File: src/spq_pkg.sv
package spq_pkg;

    localparam int DEFAULT_DEPTH     = 64;
    localparam int DEFAULT_ID_BITS   = 16;
    localparam int DEFAULT_COST_BITS = 24;

    typedef enum logic [1:0] {
        REQ_INSERT = 2'd0,
        REQ_REMOVE = 2'd1,
        REQ_POP    = 2'd2,
        REQ_CLEAR  = 2'd3
    } req_t;

    typedef enum logic [1:0] {
        ST_OK        = 2'd0,
        ST_FULL      = 2'd1,
        ST_NOT_FOUND = 2'd2,
        ST_EMPTY     = 2'd3
    } status_t;

    typedef enum logic [1:0] {
        RD_PREV = 2'd0,
        RD_CUR  = 2'd1,
        RD_NEXT = 2'd2,
        RD_HEAD = 2'd3
    } rd_sel_t;

    typedef enum logic {
        WR_NEW   = 1'b0,
        WR_MOVED = 1'b1
    } wr_src_t;

    typedef struct packed {
        logic    load;
        logic    k_to_occ;
        logic    k_to_zero;
        logic    k_inc;
        logic    k_dec;
        logic    rd_en;
        rd_sel_t rd_sel;
        logic    wr_en;
        wr_src_t wr_src;
        logic    occ_inc;
        logic    occ_dec;
        logic    occ_clear;
        logic    set_status;
        status_t status;
        logic    pop_cap;
        logic    head_cap;
        logic    finish;
    } cmd_t;

    typedef struct packed {
        req_t req;
        logic occ_zero;
        logic occ_full;
        logic k_zero;
        logic k_end;
        logic k_last;
        logic cost_gt;
        logic id_eq;
        logic out_busy;
    } flags_t;

endpackage

File: src/spq_ram.sv
module spq_ram #(
    parameter int WIDTH = 40,
    parameter int DEPTH = 64,
    parameter int AW    = (DEPTH > 1) ? $clog2(DEPTH) : 1
) (
    input  logic             clk,
    input  logic             wr_en,
    input  logic [AW-1:0]    wr_addr,
    input  logic [WIDTH-1:0] wr_data,
    input  logic             rd_en,
    input  logic [AW-1:0]    rd_addr,
    output logic [WIDTH-1:0] rd_data
);

    logic [WIDTH-1:0] mem_reg [DEPTH];
    logic [WIDTH-1:0] rd_data_reg;

    always_ff @(posedge clk)
    begin
        if (wr_en)
        begin
            mem_reg[wr_addr] <= wr_data;
        end
        if (rd_en)
        begin
            rd_data_reg <= mem_reg[rd_addr];
        end
    end

    assign rd_data = rd_data_reg;

endmodule

File: src/spq_datapath.sv
module spq_datapath #(
    parameter int DEPTH     = spq_pkg::DEFAULT_DEPTH,
    parameter int ID_BITS   = spq_pkg::DEFAULT_ID_BITS,
    parameter int COST_BITS = spq_pkg::DEFAULT_COST_BITS,
    parameter int CW        = $clog2(DEPTH + 1)
) (
    input  logic                 clk,
    input  logic                 rst_n,
    input  spq_pkg::cmd_t        cmd,
    output spq_pkg::flags_t      flags,
    input  logic [1:0]           req_type,
    input  logic [ID_BITS-1:0]   entry_id,
    input  logic [COST_BITS-1:0] entry_cost,
    output logic                 rsp_valid,
    input  logic                 rsp_ready,
    output logic [1:0]           status,
    output logic [ID_BITS-1:0]   popped_id,
    output logic [COST_BITS-1:0] popped_cost,
    output logic                 head_valid,
    output logic [ID_BITS-1:0]   head_id,
    output logic [COST_BITS-1:0] head_cost,
    output logic [CW-1:0]        entry_count
);
    import spq_pkg::*;

    localparam int AW = (DEPTH > 1) ? $clog2(DEPTH) : 1;
    localparam int W  = ID_BITS + COST_BITS;

    req_t                 req_reg;
    logic [ID_BITS-1:0]   id_reg;
    logic [COST_BITS-1:0] cost_reg;
    logic [CW-1:0]        occ_reg;
    logic [CW-1:0]        k_reg;

    status_t              wk_status_reg;
    logic [ID_BITS-1:0]   wk_pid_reg;
    logic [COST_BITS-1:0] wk_pcost_reg;
    logic                 wk_hvalid_reg;
    logic [ID_BITS-1:0]   wk_hid_reg;
    logic [COST_BITS-1:0] wk_hcost_reg;
    logic [CW-1:0]        wk_count_reg;

    logic                 rsp_valid_reg;
    status_t              status_reg;
    logic [ID_BITS-1:0]   pid_reg;
    logic [COST_BITS-1:0] pcost_reg;
    logic                 hvalid_reg;
    logic [ID_BITS-1:0]   hid_reg;
    logic [COST_BITS-1:0] hcost_reg;
    logic [CW-1:0]        count_reg;

    logic [CW-1:0]        k_plus;
    logic [CW-1:0]        k_minus;
    logic [CW-1:0]        rd_k;
    logic [W-1:0]         rd_data;
    logic [W-1:0]         wr_data;
    logic [ID_BITS-1:0]   rd_id;
    logic [COST_BITS-1:0] rd_cost;

    assign k_plus  = k_reg + CW'(1);
    assign k_minus = k_reg - CW'(1);
    assign rd_id   = rd_data[W-1:COST_BITS];
    assign rd_cost = rd_data[COST_BITS-1:0];

    always_comb
    begin
        unique case (cmd.rd_sel)
            RD_PREV: rd_k = k_minus;
            RD_CUR:  rd_k = k_reg;
            RD_NEXT: rd_k = k_plus;
            RD_HEAD: rd_k = '0;
            default: rd_k = '0;
        endcase
    end

    assign wr_data = (cmd.wr_src == WR_NEW) ? {id_reg, cost_reg} : rd_data;

    spq_ram #(
        .WIDTH (W),
        .DEPTH (DEPTH),
        .AW    (AW)
    ) u_ram (
        .clk     (clk),
        .wr_en   (cmd.wr_en),
        .wr_addr (k_reg[AW-1:0]),
        .wr_data (wr_data),
        .rd_en   (cmd.rd_en),
        .rd_addr (rd_k[AW-1:0]),
        .rd_data (rd_data)
    );

    always_comb
    begin
        flags.req      = req_reg;
        flags.occ_zero = (occ_reg == '0);
        flags.occ_full = (occ_reg == CW'(DEPTH));
        flags.k_zero   = (k_reg == '0);
        flags.k_end    = (k_reg >= occ_reg);
        flags.k_last   = (k_plus >= occ_reg);
        flags.cost_gt  = (rd_cost > cost_reg);
        flags.id_eq    = (rd_id == id_reg);
        flags.out_busy = rsp_valid_reg;
    end

    // request and working registers
    always_ff @(posedge clk)
    begin
        if (cmd.load)
        begin
            req_reg       <= req_t'(req_type);
            id_reg        <= entry_id;
            cost_reg      <= entry_cost;
            wk_status_reg <= ST_OK;
            wk_pid_reg    <= '0;
            wk_pcost_reg  <= '0;
        end
        else
        begin
            if (cmd.set_status)
            begin
                wk_status_reg <= cmd.status;
            end
            if (cmd.pop_cap)
            begin
                wk_pid_reg   <= rd_id;
                wk_pcost_reg <= rd_cost;
            end
        end
        if (cmd.occ_clear)
        begin
            wk_count_reg <= occ_reg;
        end
        if (cmd.head_cap)
        begin
            wk_hvalid_reg <= (occ_reg != '0);
            wk_hid_reg    <= (occ_reg != '0) ? rd_id : '0;
            wk_hcost_reg  <= (occ_reg != '0) ? rd_cost : '0;
        end
        priority if (cmd.k_to_occ)
        begin
            k_reg <= occ_reg;
        end
        else if (cmd.k_to_zero)
        begin
            k_reg <= '0;
        end
        else if (cmd.k_inc)
        begin
            k_reg <= k_plus;
        end
        else if (cmd.k_dec)
        begin
            k_reg <= k_minus;
        end
    end

    always_ff @(posedge clk or negedge rst_n)
    begin
        if (!rst_n)
        begin
            occ_reg <= '0;
        end
        else
        begin
            priority if (cmd.occ_clear)
            begin
                occ_reg <= '0;
            end
            else if (cmd.occ_inc)
            begin
                occ_reg <= occ_reg + CW'(1);
            end
            else if (cmd.occ_dec)
            begin
                occ_reg <= occ_reg - CW'(1);
            end
        end
    end

    // result register
    always_ff @(posedge clk or negedge rst_n)
    begin
        if (!rst_n)
        begin
            rsp_valid_reg <= 1'b0;
        end
        else if (cmd.finish)
        begin
            rsp_valid_reg <= 1'b1;
        end
        else if (rsp_ready)
        begin
            rsp_valid_reg <= 1'b0;
        end
    end

    always_ff @(posedge clk)
    begin
        if (cmd.finish)
        begin
            status_reg <= wk_status_reg;
            pid_reg    <= wk_pid_reg;
            pcost_reg  <= wk_pcost_reg;
            hvalid_reg <= wk_hvalid_reg;
            hid_reg    <= wk_hid_reg;
            hcost_reg  <= wk_hcost_reg;
            count_reg  <= (req_reg == REQ_CLEAR) ? wk_count_reg : occ_reg;
        end
    end

    assign rsp_valid   = rsp_valid_reg;
    assign status      = status_reg;
    assign popped_id   = pid_reg;
    assign popped_cost = pcost_reg;
    assign head_valid  = hvalid_reg;
    assign head_id     = hid_reg;
    assign head_cost   = hcost_reg;
    assign entry_count = count_reg;

endmodule

File: src/spq_ctrl.sv
module spq_ctrl (
    input  logic            clk,
    input  logic            rst_n,
    input  logic            req_valid,
    output logic            req_ready,
    input  spq_pkg::flags_t flags,
    output spq_pkg::cmd_t   cmd
);
    import spq_pkg::*;

    typedef enum logic [3:0] {
        S_IDLE,
        S_DISPATCH,
        S_INS_CHK,
        S_INS_CMP,
        S_RM_SCAN,
        S_RM_CMP,
        S_POP_RD,
        S_POP_CAP,
        S_SH_CHK,
        S_SH_WR,
        S_HEAD,
        S_HEAD_CAP,
        S_DONE
    } state_t;

    state_t state_reg;
    state_t state_next;

    assign req_ready = (state_reg == S_IDLE);

    always_comb
    begin
        cmd        = '0;
        state_next = state_reg;
        unique case (state_reg)
            S_IDLE:
            begin
                if (req_valid)
                begin
                    cmd.load   = 1'b1;
                    state_next = S_DISPATCH;
                end
            end
            S_DISPATCH:
            begin
                unique case (flags.req)
                    REQ_INSERT:
                    begin
                        if (flags.occ_full)
                        begin
                            cmd.set_status = 1'b1;
                            cmd.status     = ST_FULL;
                            state_next     = S_HEAD;
                        end
                        else
                        begin
                            cmd.k_to_occ = 1'b1;
                            state_next   = S_INS_CHK;
                        end
                    end
                    REQ_REMOVE:
                    begin
                        cmd.k_to_zero = 1'b1;
                        state_next    = S_RM_SCAN;
                    end
                    REQ_POP:
                    begin
                        if (flags.occ_zero)
                        begin
                            cmd.set_status = 1'b1;
                            cmd.status     = ST_EMPTY;
                            state_next     = S_HEAD;
                        end
                        else
                        begin
                            cmd.k_to_zero = 1'b1;
                            state_next    = S_POP_RD;
                        end
                    end
                    REQ_CLEAR:
                    begin
                        cmd.occ_clear = 1'b1;
                        state_next    = S_HEAD;
                    end
                    default:
                    begin
                        state_next = S_HEAD;
                    end
                endcase
            end
            // walk down from the tail, moving costlier entries up one slot
            S_INS_CHK:
            begin
                if (flags.k_zero)
                begin
                    cmd.wr_en   = 1'b1;
                    cmd.wr_src  = WR_NEW;
                    cmd.occ_inc = 1'b1;
                    state_next  = S_HEAD;
                end
                else
                begin
                    cmd.rd_en  = 1'b1;
                    cmd.rd_sel = RD_PREV;
                    state_next = S_INS_CMP;
                end
            end
            S_INS_CMP:
            begin
                cmd.wr_en = 1'b1;
                if (flags.cost_gt)
                begin
                    cmd.wr_src = WR_MOVED;
                    cmd.k_dec  = 1'b1;
                    state_next = S_INS_CHK;
                end
                else
                begin
                    cmd.wr_src  = WR_NEW;
                    cmd.occ_inc = 1'b1;
                    state_next  = S_HEAD;
                end
            end
            S_RM_SCAN:
            begin
                if (flags.k_end)
                begin
                    cmd.set_status = 1'b1;
                    cmd.status     = ST_NOT_FOUND;
                    state_next     = S_HEAD;
                end
                else
                begin
                    cmd.rd_en  = 1'b1;
                    cmd.rd_sel = RD_CUR;
                    state_next = S_RM_CMP;
                end
            end
            S_RM_CMP:
            begin
                if (flags.id_eq)
                begin
                    state_next = S_SH_CHK;
                end
                else
                begin
                    cmd.k_inc  = 1'b1;
                    state_next = S_RM_SCAN;
                end
            end
            S_POP_RD:
            begin
                cmd.rd_en  = 1'b1;
                cmd.rd_sel = RD_CUR;
                state_next = S_POP_CAP;
            end
            S_POP_CAP:
            begin
                cmd.pop_cap = 1'b1;
                state_next  = S_SH_CHK;
            end
            // close the gap at slot k
            S_SH_CHK:
            begin
                if (flags.k_last)
                begin
                    cmd.occ_dec = 1'b1;
                    state_next  = S_HEAD;
                end
                else
                begin
                    cmd.rd_en  = 1'b1;
                    cmd.rd_sel = RD_NEXT;
                    state_next = S_SH_WR;
                end
            end
            S_SH_WR:
            begin
                cmd.wr_en  = 1'b1;
                cmd.wr_src = WR_MOVED;
                cmd.k_inc  = 1'b1;
                state_next = S_SH_CHK;
            end
            S_HEAD:
            begin
                cmd.rd_en  = !flags.occ_zero;
                cmd.rd_sel = RD_HEAD;
                state_next = S_HEAD_CAP;
            end
            S_HEAD_CAP:
            begin
                cmd.head_cap = 1'b1;
                state_next   = S_DONE;
            end
            S_DONE:
            begin
                if (!flags.out_busy)
                begin
                    cmd.finish = 1'b1;
                    state_next = S_IDLE;
                end
            end
            default:
            begin
                state_next = S_IDLE;
            end
        endcase
    end

    always_ff @(posedge clk or negedge rst_n)
    begin
        if (!rst_n)
        begin
            state_reg <= S_IDLE;
        end
        else
        begin
            state_reg <= state_next;
        end
    end

endmodule

File: src/sorted_priority_queue.sv
// clear, full insert and empty pop go straight to the head read; insert moves each costlier
//   entry one slot toward the tail, remove scans from the head for the id, and pop and a
//   found remove shift the entries behind the gap one slot toward the head
// throughput: one request at a time, req_ready rises again together with rsp_valid; the
//   done state holds while the last result waits, a new request is taken while it waits
// reset: asynchronous active low, empties the queue, entry storage is not cleared
module sorted_priority_queue #(
    parameter int DEPTH     = spq_pkg::DEFAULT_DEPTH,
    parameter int ID_BITS   = spq_pkg::DEFAULT_ID_BITS,
    parameter int COST_BITS = spq_pkg::DEFAULT_COST_BITS,
    parameter int CW        = $clog2(DEPTH + 1)
) (
    input  logic                 clk,
    input  logic                 rst_n,
    input  logic                 req_valid,
    output logic                 req_ready,
    input  logic [1:0]           req_type,
    input  logic [ID_BITS-1:0]   entry_id,
    input  logic [COST_BITS-1:0] entry_cost,
    output logic                 rsp_valid,
    input  logic                 rsp_ready,
    output logic [1:0]           status,
    output logic [ID_BITS-1:0]   popped_id,
    output logic [COST_BITS-1:0] popped_cost,
    output logic                 head_valid,
    output logic [ID_BITS-1:0]   head_id,
    output logic [COST_BITS-1:0] head_cost,
    output logic [CW-1:0]        entry_count
);
    import spq_pkg::*;

    cmd_t   cmd;
    flags_t flags;

    spq_ctrl u_ctrl (
        .clk       (clk),
        .rst_n     (rst_n),
        .req_valid (req_valid),
        .req_ready (req_ready),
        .flags     (flags),
        .cmd       (cmd)
    );

    spq_datapath #(
        .DEPTH     (DEPTH),
        .ID_BITS   (ID_BITS),
        .COST_BITS (COST_BITS),
        .CW        (CW)
    ) u_dp (
        .clk         (clk),
        .rst_n       (rst_n),
        .cmd         (cmd),
        .flags       (flags),
        .req_type    (req_type),
        .entry_id    (entry_id),
        .entry_cost  (entry_cost),
        .rsp_valid   (rsp_valid),
        .rsp_ready   (rsp_ready),
        .status      (status),
        .popped_id   (popped_id),
        .popped_cost (popped_cost),
        .head_valid  (head_valid),
        .head_id     (head_id),
        .head_cost   (head_cost),
        .entry_count (entry_count)
    );

endmodule

File: config.mk
export PLATFORM = sky130hd
export DESIGN_NAME = sorted_priority_queue
export DESIGN_NICKNAME = d
export VERILOG_FILES = /design/src/spq_pkg.sv /design/src/spq_ram.sv /design/src/spq_datapath.sv /design/src/spq_ctrl.sv /design/src/sorted_priority_queue.sv
export SDC_FILE = /design/constraint.sdc
export NUM_CORES = 2
export LEC_CHECK = 0
export BUFFER_PORTS_ARGS = -buffer_cell sky130_fd_sc_hd__buf_2
export CORE_UTILIZATION = 63
export DETAILED_ROUTE_END_ITERATION = 8
export GPL_ROUTABILITY_DRIVEN = 0
export MAX_ROUTING_LAYER = met4
export PLACE_DENSITY_LB_ADDON = 0.25
export SETUP_SLACK_MARGIN = 0.4
export SLEW_MARGIN = 20
export SYNTH_ARGS = -nofsm -noshare
export SYNTH_HDL_FRONTEND = slang
export SYNTH_HIERARCHICAL = 1
export SYNTH_SLANG_ARGS = --single-unit
export TNS_END_PERCENT = 20
File: constraint.sdc
create_clock -name clk -period 5.9 [get_ports clk]
set_input_delay 0.295 -clock clk [delete_from_list [all_inputs] [get_ports clk]]
set_output_delay 0.295 -clock clk [all_outputs]
set_load 0.02 [all_outputs]
==> results.sh <==
export IMPL_grt_pass1_vias=57100
export IMPL_track_usage_pct=35.4
export IMPL_ys_types=71
export IMPL_finalHoldViolCount=0
export IMPL_hold_path_class="input port to flop"
export IMPL_fill_cells=9156
export IMPL_die_area_sq_um=175000
export IMPL_syn_area_per_cell_sq_um=21.7
export IMPL_drtIter0Drc=9504
export IMPL_setup_violations=0
export IMPL_synth_edff_count=2787
export IMPL_yosysTopAreaCell="edfxtp_1"
export IMPL_start_kind="flop"
export IMPL_start_util_pct=63.5
export IMPL_grt_pass1_wl_um=415000
export IMPL_ys_seq_area_share_pct=77.8
export IMPL_worstHoldStart="entry_cost[10]"
export IMPL_firstDrtPassIters=6
export IMPL_clk_latency_ps=940
export IMPL_synth_top_area_share_pct=76.8
export IMPL_worst_pin_slew_ps=1220
export IMPL_holdWs_ps=77.0
export IMPL_hold_end="u_dp/cost_reg[10]"
export IMPL_vias=57300
export IMPL_cts_root_buf="clkbuf_16"
export IMPL_grt_max_degree=90
export IMPL_cp_common_cell="buf_4"
export IMPL_slew_headroom_pct=18.2
export IMPL_ir_drop_v=0.000680
export IMPL_end_kind="flop"
export IMPL_placed_cells=7517
export IMPL_r2r_start="u_dp/k_reg[0]"
export IMPL_syn_to_final_growth_pct=15.2
export IMPL_place_hpwl_um=162000
export IMPL_h_tree_depth=5
export IMPL_p_leak_nw=40.1
export IMPL_required_ps=6710
export IMPL_place_area_sq_um=116000
export IMPL_post_route_period_util_pct=92.3
export IMPL_routed_wl_um=298000
export IMPL_hold_path_depth=2
export IMPL_final_util_pct=73.1
export IMPL_synthFlopType="edfxtp_1"
export IMPL_drv_cap=0
export IMPL_worstSetupPathType="flop to flop"
export IMPL_grt_overflow=0
export IMPL_power_density_nw_per_um2=639
export IMPL_crit_path_top_delay_cell="nor4_2"
export IMPL_route_detailed_drc=0
export IMPL_drive_gt1_share_pct=28.9
export IMPL_path_cells="inv_1 -> ha_1 -> ha_1 -> a21boi_1 -> o21a_1 -> o211ai_1 -> a21oi_1 -> a211o_1 -> nor2b_1 -> nor3_1 -> buf_4 -> o31ai_1 -> a21oi_1 -> o21ai_4 -> buf_4 -> and2_1 -> nand2b_1 -> buf_4 -> o22ai_1 -> nor4_2 -> buf_4 -> o22a_1"
export IMPL_syn_area_sq_um=109000
export IMPL_via_per_inst=7.08
export IMPL_synth_fp_nets=5129
export IMPL_arrival_ps=6250
export IMPL_coreArea_sq_um=172000
export IMPL_syn_inst=5030
export IMPL_synthArstFlopShare_pct=0.422
export IMPL_largest_reg_flops=2560
export IMPL_ys_ff_latch=2841
export IMPL_die_w_um=418
export IMPL_clock_sinks=2841
export IMPL_cts_max_path_buffers=4
export IMPL_fin_nets=5662
export IMPL_p_total_mw=80.2
export IMPL_cts_tree="built"
export IMPL_clk_pin_slew_ps=70
export IMPL_reg2reg_depth=22
export IMPL_port_buffers=137
export IMPL_routedWlPerCell_um=36.8
export IMPL_antenna_left=0
export IMPL_reg2reg_slack_ps=450
export IMPL_drv_slew=0
export IMPL_max_freq_mhz=184
export IMPL_slowest_delay_ps=630
export IMPL_layout_min_cycle_time_ps=5450
export IMPL_synthTopCellsByArea="edfxtp_1 77%, mux4_2 13%, mux2i_1 1.5%"
export IMPL_antenna_found_initial=8
export IMPL_clock_skew_ps=58.5
export IMPL_numCtsBuffers=290
export IMPL_status="finished clean"
export IMPL_r2r_end="u_dp/u_ram/rd_data[31]"
export IMPL_ios=138
export IMPL_fin_area_sq_um=126000
export IMPL_rsz0062_at_grt="yes"
export IMPL_final_cells=8084
export IMPL_die_h_um=418
export IMPL_yosys_warnings=6
export IMPL_fp_row_count=152
export IMPL_critPathMaxFanout=21
area by class of cell:
type	count	area, sq um	share of cell area, %
Sequential cell	2841	84800	67.5
Inverter	48	180	0.143
Clock inverter	147	1280	1.02
Clock buffer	347	7700	6.13
Antenna cell	9	22.5	0.0179
Timing Repair Buffer	517	5100	4.06
Multi-Input combinational cell	1865	23600	18.8
Tap cell	2310	2890	2.30
report_power, final:
group / total, mW / internal (mW) / switching (mW)
clock: 17.7 / 10.3 / 7.41
sequential: 26.6 / 25.5 / 1.05
combinational: 36.0 / 15.0 / 21.0
total: 80.2 / 50.8 / 29.5
worst max-delay path, delay by kind of cell (launching register included):
kind | cells | cell delay [ps]
and+or+nand+nor | 5 | 1490
AOI/OAI and AO/OA | 10 | 1590
buffers and inverters | 5 | 1180
adders and majority gates | 2 | 660
DFF | 1 | 410
synth_stat cells (6+ instances only):
cell type and n:
buf_4 50, buf_2 95, o21a_1 12, and3_1 8
and2b_1 6, o22a_1 28, clkbuf_1 96, nand4_1 10
a211oi_1 7, o221ai_1 43, xnor2_1 25, nand2_1 69
a22o_1 20, a21o_1 9, a221oi_1 35, dfxtp_1 42
ha_1 52, o211ai_1 6, o21ai_0 47, mux4_2 608
nand2b_1 19, mux2i_1 163, a22oi_1 20, dfrtp_1 12
inv_1 48, nor3_1 12, nor2_1 166, nor2b_1 58
nor4_1 39, a21oi_1 98, buf_6 9, mux2_2 63
buf_1 26, o22ai_1 143, nand3_1 19, and2_1 7
o21ai_1 14, edfxtp_1 2787
cells by family after synthesis:
family                     Yosys count  share of synthesized area, %
and+or+nand+nor                    447                          2.05
AOI/OAI and AO/OA                  501                          3.09
muxes                              834                          14.7
DFF                               2841                          77.8
xor gates and xnor gates            30                         0.241
buffers and inverters              324                          1.46
adders and majority gates           53                         0.615
cell usage in the layout (no fill, tap or decap), types with 52 or more instances in the layout:
cell          n
a21oi_1      98
buf_12       86
buf_2       137
buf_4       226
clkbuf_16   305
clkinv_1     64
edfxtp_1   2787
ha_1         52
mux2_2       63
mux2i_1     163
mux4_2      608
nand2_1      69
nor2_1      100
nor2_4       66
nor2b_1      56
o22ai_1     142
per-layer routing:
layer / up-vias / wire length [um] / GRT usage, %
li1: 22200 / - / -
met1: 29400 / 97800 / 45.8
met2: 4755 / 142000 / 54.0
met3: 887 / 40400 / 7.86
met4: 0 / 17300 / 17.3
met5: - / 0 / -
timing repair:
item                       CTS  global route
pin swaps                    0             2
setup buffers                3             6
gates cloned                 1             5
setup endpoints to repair    8            40
hold buffers                46             0
gates resized for setup      5            23
hold endpoints to repair    56             0
through the flow:
stage / setup WS (ps) / setup TNS, ps
after global placement: -164 / -164
final: 452 / 0
after floorplan: 475 / 0
after detailed placement: 105 / 0
after CTS: 385 / 0
after global routing: 367 / 0
how the worst max path moves through the flow:
stage / startpoint / to / slack [ps] / cells past startpoint
final: u_dp/k_reg[0] / u_dp/u_ram/rd_data[31] / 450 / 22
after global routing: u_dp/k_reg[0] / u_dp/u_ram/rd_data[31] / 370 / 22
after CTS: u_dp/k_reg[0] / u_dp/u_ram/rd_data[30] / 380 / 22
after detailed placement: u_dp/k_reg[0] / u_dp/u_ram/rd_data[34] / 110 / 21
after global placement: u_dp/k_reg[0] / u_dp/u_ram/rd_data[21] / -160 / 19
after floorplan: u_dp/k_reg[2] / u_dp/u_ram/mem_reg[49][0] / 480 / 9
No activity file was read; power rests on OpenSTA's default activity.
